**config.mk**
```make
export PLATFORM = sky130hd
export DESIGN_NAME = aes_key_sched
export DESIGN_NICKNAME = d
export VERILOG_FILES = /design/src/hdl/aes_pkg.sv /design/src/hdl/aes_key_sched.sv
export SDC_FILE = /design/constraint.sdc
export NUM_CORES = 2
export LEC_CHECK = 0
export BUFFER_PORTS_ARGS = -buffer_cell sky130_fd_sc_hd__buf_2
export CAP_MARGIN = 30
export CORE_ASPECT_RATIO = 0.6
export CORE_MARGIN = 1
export CORE_UTILIZATION = 62
export CTS_CLUSTER_SIZE = 24
export DETAILED_ROUTE_END_ITERATION = 8
export GPL_TIMING_DRIVEN = 0
export HOLD_SLACK_MARGIN = 0.08
export PLACE_DENSITY = 0.92
export SLEW_MARGIN = 20
export SYNTH_ARGS = -nofsm -noshare
export SYNTH_HDL_FRONTEND = slang
export SYNTH_SLANG_ARGS = --single-unit
```
**constraint.sdc**
```tcl
create_clock -name i_clk -period 11.1 [get_ports i_clk]
set_clock_uncertainty 0.1 [all_clocks]
set_input_delay 2.22 -clock i_clk [delete_from_list [all_inputs] [get_ports i_clk]]
set_output_delay 2.22 -clock i_clk [all_outputs]
set_load 0.1 [all_outputs]
```
**src/hdl/aes_pkg.sv**
```systemverilog
package aes_pkg;

    localparam int ROUND_COUNT = 14;
    localparam int SCHED_WORDS = 60;
    localparam int KEY_ROWS    = ROUND_COUNT + 1;
    localparam int ROW_W       = $clog2(KEY_ROWS);
    localparam int CNT_W       = $clog2(SCHED_WORDS);
    localparam int KEY_W       = 256;
    localparam int BLK_W       = 128;
    localparam int HALF_W      = 64;
    localparam int WORD_W      = 32;
    localparam int KEY_NWORDS  = KEY_W / WORD_W;

    localparam logic [7:0] RCON_INIT = 8'h01;
    localparam logic [7:0] GF_POLY   = 8'h1B;

    typedef enum logic [1:0] {
        REG_KEY_WORD_0 = 2'd0,
        REG_KEY_WORD_1 = 2'd1,
        REG_KEY_WORD_2 = 2'd2,
        REG_KEY_WORD_3 = 2'd3
    } t_cfg_reg;

    typedef enum logic [1:0] {
        ST_IDLE,
        ST_EXPAND,
        ST_ROUND
    } t_state;

    typedef struct packed {
        logic             start;
        logic [ROW_W-1:0] rd_row;
    } t_ks_req;

    typedef struct packed {
        logic busy;
        logic done;
    } t_ks_stat;

    localparam logic [7:0] SBOX [256] = '{
        8'h63, 8'h7c, 8'h77, 8'h7b, 8'hf2, 8'h6b, 8'h6f, 8'hc5,
        8'h30, 8'h01, 8'h67, 8'h2b, 8'hfe, 8'hd7, 8'hab, 8'h76,
        8'hca, 8'h82, 8'hc9, 8'h7d, 8'hfa, 8'h59, 8'h47, 8'hf0,
        8'had, 8'hd4, 8'ha2, 8'haf, 8'h9c, 8'ha4, 8'h72, 8'hc0,
        8'hb7, 8'hfd, 8'h93, 8'h26, 8'h36, 8'h3f, 8'hf7, 8'hcc,
        8'h34, 8'ha5, 8'he5, 8'hf1, 8'h71, 8'hd8, 8'h31, 8'h15,
        8'h04, 8'hc7, 8'h23, 8'hc3, 8'h18, 8'h96, 8'h05, 8'h9a,
        8'h07, 8'h12, 8'h80, 8'he2, 8'heb, 8'h27, 8'hb2, 8'h75,
        8'h09, 8'h83, 8'h2c, 8'h1a, 8'h1b, 8'h6e, 8'h5a, 8'ha0,
        8'h52, 8'h3b, 8'hd6, 8'hb3, 8'h29, 8'he3, 8'h2f, 8'h84,
        8'h53, 8'hd1, 8'h00, 8'hed, 8'h20, 8'hfc, 8'hb1, 8'h5b,
        8'h6a, 8'hcb, 8'hbe, 8'h39, 8'h4a, 8'h4c, 8'h58, 8'hcf,
        8'hd0, 8'hef, 8'haa, 8'hfb, 8'h43, 8'h4d, 8'h33, 8'h85,
        8'h45, 8'hf9, 8'h02, 8'h7f, 8'h50, 8'h3c, 8'h9f, 8'ha8,
        8'h51, 8'ha3, 8'h40, 8'h8f, 8'h92, 8'h9d, 8'h38, 8'hf5,
        8'hbc, 8'hb6, 8'hda, 8'h21, 8'h10, 8'hff, 8'hf3, 8'hd2,
        8'hcd, 8'h0c, 8'h13, 8'hec, 8'h5f, 8'h97, 8'h44, 8'h17,
        8'hc4, 8'ha7, 8'h7e, 8'h3d, 8'h64, 8'h5d, 8'h19, 8'h73,
        8'h60, 8'h81, 8'h4f, 8'hdc, 8'h22, 8'h2a, 8'h90, 8'h88,
        8'h46, 8'hee, 8'hb8, 8'h14, 8'hde, 8'h5e, 8'h0b, 8'hdb,
        8'he0, 8'h32, 8'h3a, 8'h0a, 8'h49, 8'h06, 8'h24, 8'h5c,
        8'hc2, 8'hd3, 8'hac, 8'h62, 8'h91, 8'h95, 8'he4, 8'h79,
        8'he7, 8'hc8, 8'h37, 8'h6d, 8'h8d, 8'hd5, 8'h4e, 8'ha9,
        8'h6c, 8'h56, 8'hf4, 8'hea, 8'h65, 8'h7a, 8'hae, 8'h08,
        8'hba, 8'h78, 8'h25, 8'h2e, 8'h1c, 8'ha6, 8'hb4, 8'hc6,
        8'he8, 8'hdd, 8'h74, 8'h1f, 8'h4b, 8'hbd, 8'h8b, 8'h8a,
        8'h70, 8'h3e, 8'hb5, 8'h66, 8'h48, 8'h03, 8'hf6, 8'h0e,
        8'h61, 8'h35, 8'h57, 8'hb9, 8'h86, 8'hc1, 8'h1d, 8'h9e,
        8'he1, 8'hf8, 8'h98, 8'h11, 8'h69, 8'hd9, 8'h8e, 8'h94,
        8'h9b, 8'h1e, 8'h87, 8'he9, 8'hce, 8'h55, 8'h28, 8'hdf,
        8'h8c, 8'ha1, 8'h89, 8'h0d, 8'hbf, 8'he6, 8'h42, 8'h68,
        8'h41, 8'h99, 8'h2d, 8'h0f, 8'hb0, 8'h54, 8'hbb, 8'h16
    };

    function automatic logic [7:0] sbox(input logic [7:0] b);
        return SBOX[b];
    endfunction

    function automatic logic [WORD_W-1:0] word_subst(input logic [WORD_W-1:0] w);
        return {sbox(w[31:24]), sbox(w[23:16]), sbox(w[15:8]), sbox(w[7:0])};
    endfunction

    // multiply by x in GF(2^8)
    function automatic logic [7:0] xtime(input logic [7:0] b);
        return {b[6:0], 1'b0} ^ (b[7] ? GF_POLY : 8'h00);
    endfunction

endpackage

```
**src/hdl/aes_key_sched.sv**
```systemverilog
module aes_key_sched import aes_pkg::*; (
    input  logic             i_clk,
    input  logic             i_rst_n,
    input  t_ks_req          i_req,
    input  logic [KEY_W-1:0] i_key,
    output t_ks_stat         o_stat,
    output logic [BLK_W-1:0] o_rk
);

    logic              r_busy;
    logic [CNT_W-1:0]  r_cnt;
    logic [7:0]        r_rcon;
    logic [WORD_W-1:0] r_win [KEY_NWORDS];
    logic [BLK_W-1:0]  r_mem [KEY_ROWS];
    logic [BLK_W-1:0]  r_rk;

    logic [2:0]        w_kidx;
    logic [WORD_W-1:0] w_t;
    logic [WORD_W-1:0] n_word;
    logic              w_last;

    assign w_kidx = 3'd7 - r_cnt[2:0];
    assign w_last = (r_cnt == CNT_W'(SCHED_WORDS - 1));

    always_comb begin
        w_t = r_win[KEY_NWORDS-1];
        if (r_cnt[2:0] == 3'd0) begin
            w_t = word_subst({w_t[23:0], w_t[31:24]}) ^ {r_rcon, 24'h000000};
        end else if (r_cnt[2:0] == 3'd4) begin
            w_t = word_subst(w_t);
        end
        if (r_cnt < CNT_W'(KEY_NWORDS)) begin
            n_word = i_key[w_kidx*WORD_W +: WORD_W];
        end else begin
            n_word = r_win[0] ^ w_t;
        end
    end

    always_ff @(posedge i_clk) begin
        if (!i_rst_n) begin
            r_busy <= 1'b0;
            r_cnt  <= '0;
            r_rcon <= RCON_INIT;
        end else if (!r_busy) begin
            if (i_req.start) begin
                r_busy <= 1'b1;
                r_cnt  <= '0;
                r_rcon <= RCON_INIT;
            end
        end else begin
            if (r_cnt >= CNT_W'(KEY_NWORDS) && r_cnt[2:0] == 3'd0) begin
                r_rcon <= xtime(r_rcon);
            end
            if (w_last) begin
                r_busy <= 1'b0;
            end
            r_cnt <= r_cnt + 1'b1;
        end
    end

    // sliding window of the last eight schedule words
    always_ff @(posedge i_clk) begin
        if (r_busy) begin
            for (int k = 0; k < KEY_NWORDS - 1; k++) begin
                r_win[k] <= r_win[k+1];
            end
            r_win[KEY_NWORDS-1] <= n_word;
        end
    end

    always_ff @(posedge i_clk) begin
        if (r_busy) begin
            r_mem[r_cnt[CNT_W-1:2]][(2'd3 - r_cnt[1:0])*WORD_W +: WORD_W] <= n_word;
        end
        r_rk <= r_mem[i_req.rd_row];
    end

    assign o_stat.busy = r_busy;
    assign o_stat.done = r_busy && w_last;
    assign o_rk        = r_rk;

endmodule

```
==> flow_metrics.py, run 1 <==
metrics = {
    "placement": {
        "portBuffers": 388,
        "gp_congestion": 1.08,
        "hpwl_um": 344000,
    },
    "synth": {
        "synth_edf_count": 2176,
        "netlist_area_mm2": 0.102,
        "ys_warn_count": 0,
        "async_flop_share": 0,
        "ys_seq_area_frac": 0.670,
        "synth.ff_latch_count": 2319,
        "syn_inst": 6300,
        "synth.avg_cell_area_um2": 16.2,
        "ys.flop_type": "edfxtp_1",
        "netlist-cell-type-count": 96,
        "synth.area.top_cells": "edfxtp_1 64%, mux4_2 13%, dfxtp_1 2.8%, mux2i_1 1.7%, nand2_1 1.4%",
        "yosysTopAreaCell": "edfxtp_1",
        "synth_top_area_frac": 0.642,
        "synth_nets": 6628,
    },
    "floorplan": {
        "die_y_um": 316,
        "start_util": 0.628,
        "die_w_um": 525,
        "io-pin-count": 393,
        "core.rowCount": 114,
    },
    "clocking": {
        "cts_repair_resize_count": 0,
        "cts_max_path_buffers": 4,
        "htree_levels": 4,
        "cts.sinks": 2319,
        "cts_root_buf": "clkbuf_16",
        "cts_setup_buffers": 0,
        "numCtsBuffers": 195,
        "hold_buffers": 0,
    },
    "grt": {
        "grt_first_pass_wirelength_um": 824000,
        "track_usage": 0.742,
        "overflow": 338,
        "first_global_vias": 89133,
        "grt_max_degree": 61,
    },
    "run_status": {
        "stop_stage": "global routing",
        "run_status": "stopped before the end",
        "error_line": "[ERROR GRT-0116] Global routing finished with congestion. Check the congestion regions in the DRC Viewer.",
    },
}
cell families after synthesis:
group	count (synthesis)	share of synthesized area
AOI/OAI and AO/OA	1151	0.0780
DFF	2319	0.670
muxes	790	0.152
adders and majority gates	65	0.00799
and+or+nand+nor	1357	0.0651
xor gates and xnor gates	25	0.00215
buffers and inverters	593	0.0245
synth_stat cells (25+ instances only):
cell type / count
nor3_1: 120
buf_1: 91
o22ai_1: 25
nand2b_1: 126
nand3_1: 118
o311ai_0: 43
edfxtp_1: 2176
mux2i_1: 168
ha_1: 65
a211oi_1: 60
and2_1: 28
and3_1: 39
or3_1: 26
a311oi_1: 46
a31oi_1: 70
inv_1: 59
clkbuf_1: 285
o31ai_1: 31
nor2_1: 287
a21oi_1: 224
nor2b_1: 89
buf_2: 118
o211ai_1: 51
mux4_2: 603
or2_2: 28
a221oi_1: 31
nand2_1: 388
o21ai_0: 258
dfxtp_1: 143
per-stage QoR:
stage,instance area [µm²],worst slack (ns),hold slack (ns),setup TNS [ns],instances
after global placement,106000,-5.09,0.301,-3264.27,8834
after CTS,117000,2.43,0.314,0,9381
after floorplan,102000,0.865,0.300,0,6300
after detailed placement,110000,2.93,0.305,0,9025
metal layers:
metal	global-route usage	GRT overflow
met1	0.792	19
met2	0.874	132
met3	0.640	17
met4	0.607	167
met5	0.311	3
==> inputs of run 2 (changes only) <==
- CORE_ASPECT_RATIO: 0.6 -> default
- CORE_UTILIZATION: 62 -> 40
- CTS_CLUSTER_SIZE: 24 -> default
- HOLD_SLACK_MARGIN: 0.08 -> default
- PLACE_DENSITY: 0.92 -> default
- PLACE_DENSITY_LB_ADDON: default -> 0.15
==> run 2 against run 1 <==
Net effect:
- the flow now finishes without violations
- synthesized cell count did not move
- synthesized area did not move
==> flow_metrics.py, run 2 <==
metrics = {
    "power": {
        "combPwrFrac": 0.141,
        "p_total_mw": 20.5,
        "leakagePower_nw": 40.4,
        "swShare": 0.272,
        "switching_power_mw": 5.56,
        "seqPwrFrac": 0.478,
        "peakVddDrop_mv": 0.146,
        "pwr-share-clk": 0.382,
        "power_density_mw_per_mm2": 169,
        "p_int_mw": 14.9,
    },
    "grt": {
        "first_global_vias": 66774,
        "antenna_found_initial": 29,
        "track_usage": 0.323,
        "grt_max_degree": 61,
        "overflow": 0,
        "grt_first_pass_wirelength_um": 567000,
    },
    "timing": {
        "hold_violations": 0,
        "max_slew.worst_pin.slew_ns": 1.14,
        "fmax_mhz": 120,
        "timing.hold.ws_ns": 0.272,
        "max_slew_margin": 0.240,
        "min_period_ns": 8.32,
        "setup_viol": 0,
        "slew_viol_final": 0,
        "min_period_over_period": 0.750,
        "rsz0062_at_grt": "no",
        "fin_setup_tns_ns": 0,
        "worst_slack_ns": 2.78,
    },
    "synth": {
        "netlist_area_mm2": 0.102,
        "synth.mux.area_fraction": 0.152,
        "synth_edf_count": 2176,
        "synth.ff_latch_count": 2319,
        "synth_nets": 6628,
        "netlist-cell-type-count": 96,
        "synth-xor-area-share": 0.00215,
        "ys_seq_area_frac": 0.670,
        "async_flop_share": 0,
        "ys.flop_type": "edfxtp_1",
        "synthTopCellsByCount": "2176 x edfxtp_1, 603 x mux4_2, 388 x nand2_1",
        "synth.area.top_cells": "edfxtp_1 64%, mux4_2 13%, dfxtp_1 2.8%, mux2i_1 1.7%, nand2_1 1.4%",
        "ys_warn_count": 0,
        "yosysMostFrequentCell": "edfxtp_1",
        "syn_inst": 6300,
        "synth.avg_cell_area_um2": 16.2,
        "synth_top_family_by_area": "multiplexers",
        "synth_compound_area_frac": 0.0780,
        "synthAdderAreaFrac": 0.00799,
        "synth_top_area_frac": 0.642,
        "yosysTopAreaCell": "edfxtp_1",
        "synth_simple_gate_area_frac": 0.0651,
    },
    "layout": {
        "area_growth_pct": 18.6,
        "drive_above_1_share": 0.275,
        "multiInputGateArea_mm2": 0.0320,
        "mostFrequentLayoutCells": "2176 x edfxtp_1, 603 x mux4_2, 548 x buf_2, 387 x nand2_1, 299 x clkbuf_1",
        "nFillCells": 21773,
        "seqCellArea_mm2": 0.0682,
        "largest_register_ffs": 1920,
        "final_common_cell": "edfxtp_1",
        "final_util": 0.479,
        "num-nets-final": 7521,
    },
    "setup_path": {
        "rr_endpoint": "r_mem[9][67]",
        "crit_required_ns": 11.57,
        "crit_end": "r_mem[9][67]",
        "r2r_cells": 14,
        "worstSetupPathType": "reg -> reg",
        "worstSetupStartpoint": "r_win[1][121]",
        "worst-path-max-fanout": 15,
        "cp-end-kind": "flop",
        "r2r_slack_ns": 2.78,
        "worstPathArrival_ns": 8.79,
        "start_kind": "flop",
        "rr_startpoint": "r_win[1][121]",
    },
    "floorplan": {
        "start_util": 0.404,
        "io-pin-count": 393,
        "core_area_mm2": 0.252,
        "core.rowCount": 184,
        "die_w_um": 506,
        "die_area_mm2": 0.256,
        "die_y_um": 506,
    },
    "clocking": {
        "hold_buffers": 0,
        "htree_levels": 4,
        "cts_repair_resize_count": 0,
        "cts_tree": "built",
        "cts_root_buf": "clkbuf_16",
        "insertion_delay_ns": 0.90,
        "path_clk_slew_ns": 0.06,
        "cts_max_path_buffers": 3,
        "cts.sinks": 2319,
        "numCtsBuffers": 230,
        "cts_setup_buffers": 0,
    },
    "run_status": {
        "run_status": "completed",
    },
    "placement": {
        "portBuffers": 388,
        "hpwl_um": 301000,
        "place_worst_setup_slack_ns": 3.05,
        "gp_congestion": 1.01,
    },
    "route": {
        "drtPass1Iterations": 6,
        "post_drt_wl_per_cell_um": 38.9,
        "routed_via_density": 6.28,
        "drt_iter0_markers": 8441,
        "drc": 0,
        "vias": 67539,
        "drtAntennaViolNets": 0,
        "wirelength_um": 418000,
    },
    "hold_path": {
        "hold_class": "reg -> reg",
    },
    "flow_run": {
        "cap_violations": 0,
    },
}
run 2: final cells by class:
type,count,share of cell area
Multi-Input combinational cell,3388,0.265
Buffer,518,0.0189
Timing Repair Buffer,661,0.0507
Tap cell,3348,0.0347
Inverter,75,0.00233
Clock inverter,150,0.0128
Clock buffer,281,0.0503
Antenna cell,18,0.000373
Sequential cell,2319,0.565
run 2: worst max-delay path, cell delays in order, from the launching register on:
cell and delay, ns:
edfxtp_1 0.84, clkbuf_1 0.54, inv_1 0.64, ha_1 0.54, clkbuf_1 0.54, clkbuf_1 0.64
nand2_1 0.48, a32o_1 0.38, o32ai_1 0.34, o311ai_0 0.32, o211ai_1 0.58, o21ai_0 0.21
o21ai_0 0.25, nand3_2 0.60, nor2_1 0.93
run 2: cell families after synthesis:
logic type | after synthesis
adder cells (fa/ha/maj) | 65
buffers and inverters | 593
multiplexers | 790
AO/OA/AOI/OAI | 1151
XOR/XNOR | 25
flip-flops | 2319
AND/OR/NAND/NOR | 1357
run 2: how the worst min path moves through the flow:
| stage | from | endpoint | slack (ns) | depth (start not counted) |
|---|---|---|---|---|
| detailed placement | r_win[1][20] | r_win[0][116] | 0.30 | 0 |
| global route | r_win[1][89] | r_win[1][57] | 0.27 | 0 |
| floorplan | r_win[0][32] | r_win[0][0] | 0.30 | 0 |
| CTS | r_win[1][89] | r_win[1][57] | 0.26 | 0 |
| finish | r_win[1][89] | r_win[1][57] | 0.27 | 0 |
| global placement | r_win[1][38] | r_win[1][6] | 0.30 | 0 |
run 2: stage by stage:
step           cells  area [µm²]
2_1_floorplan   6300      102000
3_3_place_gp   10036      108000
3_5_place_dp   10277      113000
4_1_cts        10708      120000
5_1_grt        10745      121000
6_report       10758      121000
run 2: power by group through the flow:
| stage | sequential, mW | combinational [mW] | clock [mW] |
|---|---|---|---|
| 2_1_floorplan | 10.3 | 1.20 | 0 |
| 3_3_place_gp | 10.0 | 2.71 | 0 |
| 3_5_place_dp | 9.95 | 2.80 | 0 |
| 4_1_cts | 9.77 | 2.81 | 7.91 |
| 5_1_grt | 9.77 | 2.93 | 8.23 |
| 6_report | 9.77 | 2.88 | 7.81 |
run 2: metal layers:
| metal | vias up | GRT usage | wire [µm] |
|---|---|---|---|
| met2 | 3787 | 0.516 | 197000 |
| met5 | - | 0.00444 | 394 |
| met1 | 35655 | 0.427 | 165000 |
| met4 | 20 | 0.148 | 21000 |
| met3 | 842 | 0.0620 | 33900 |
| li1 | 27235 | - | - |
No activity file was read; power rests on OpenSTA's default activity.
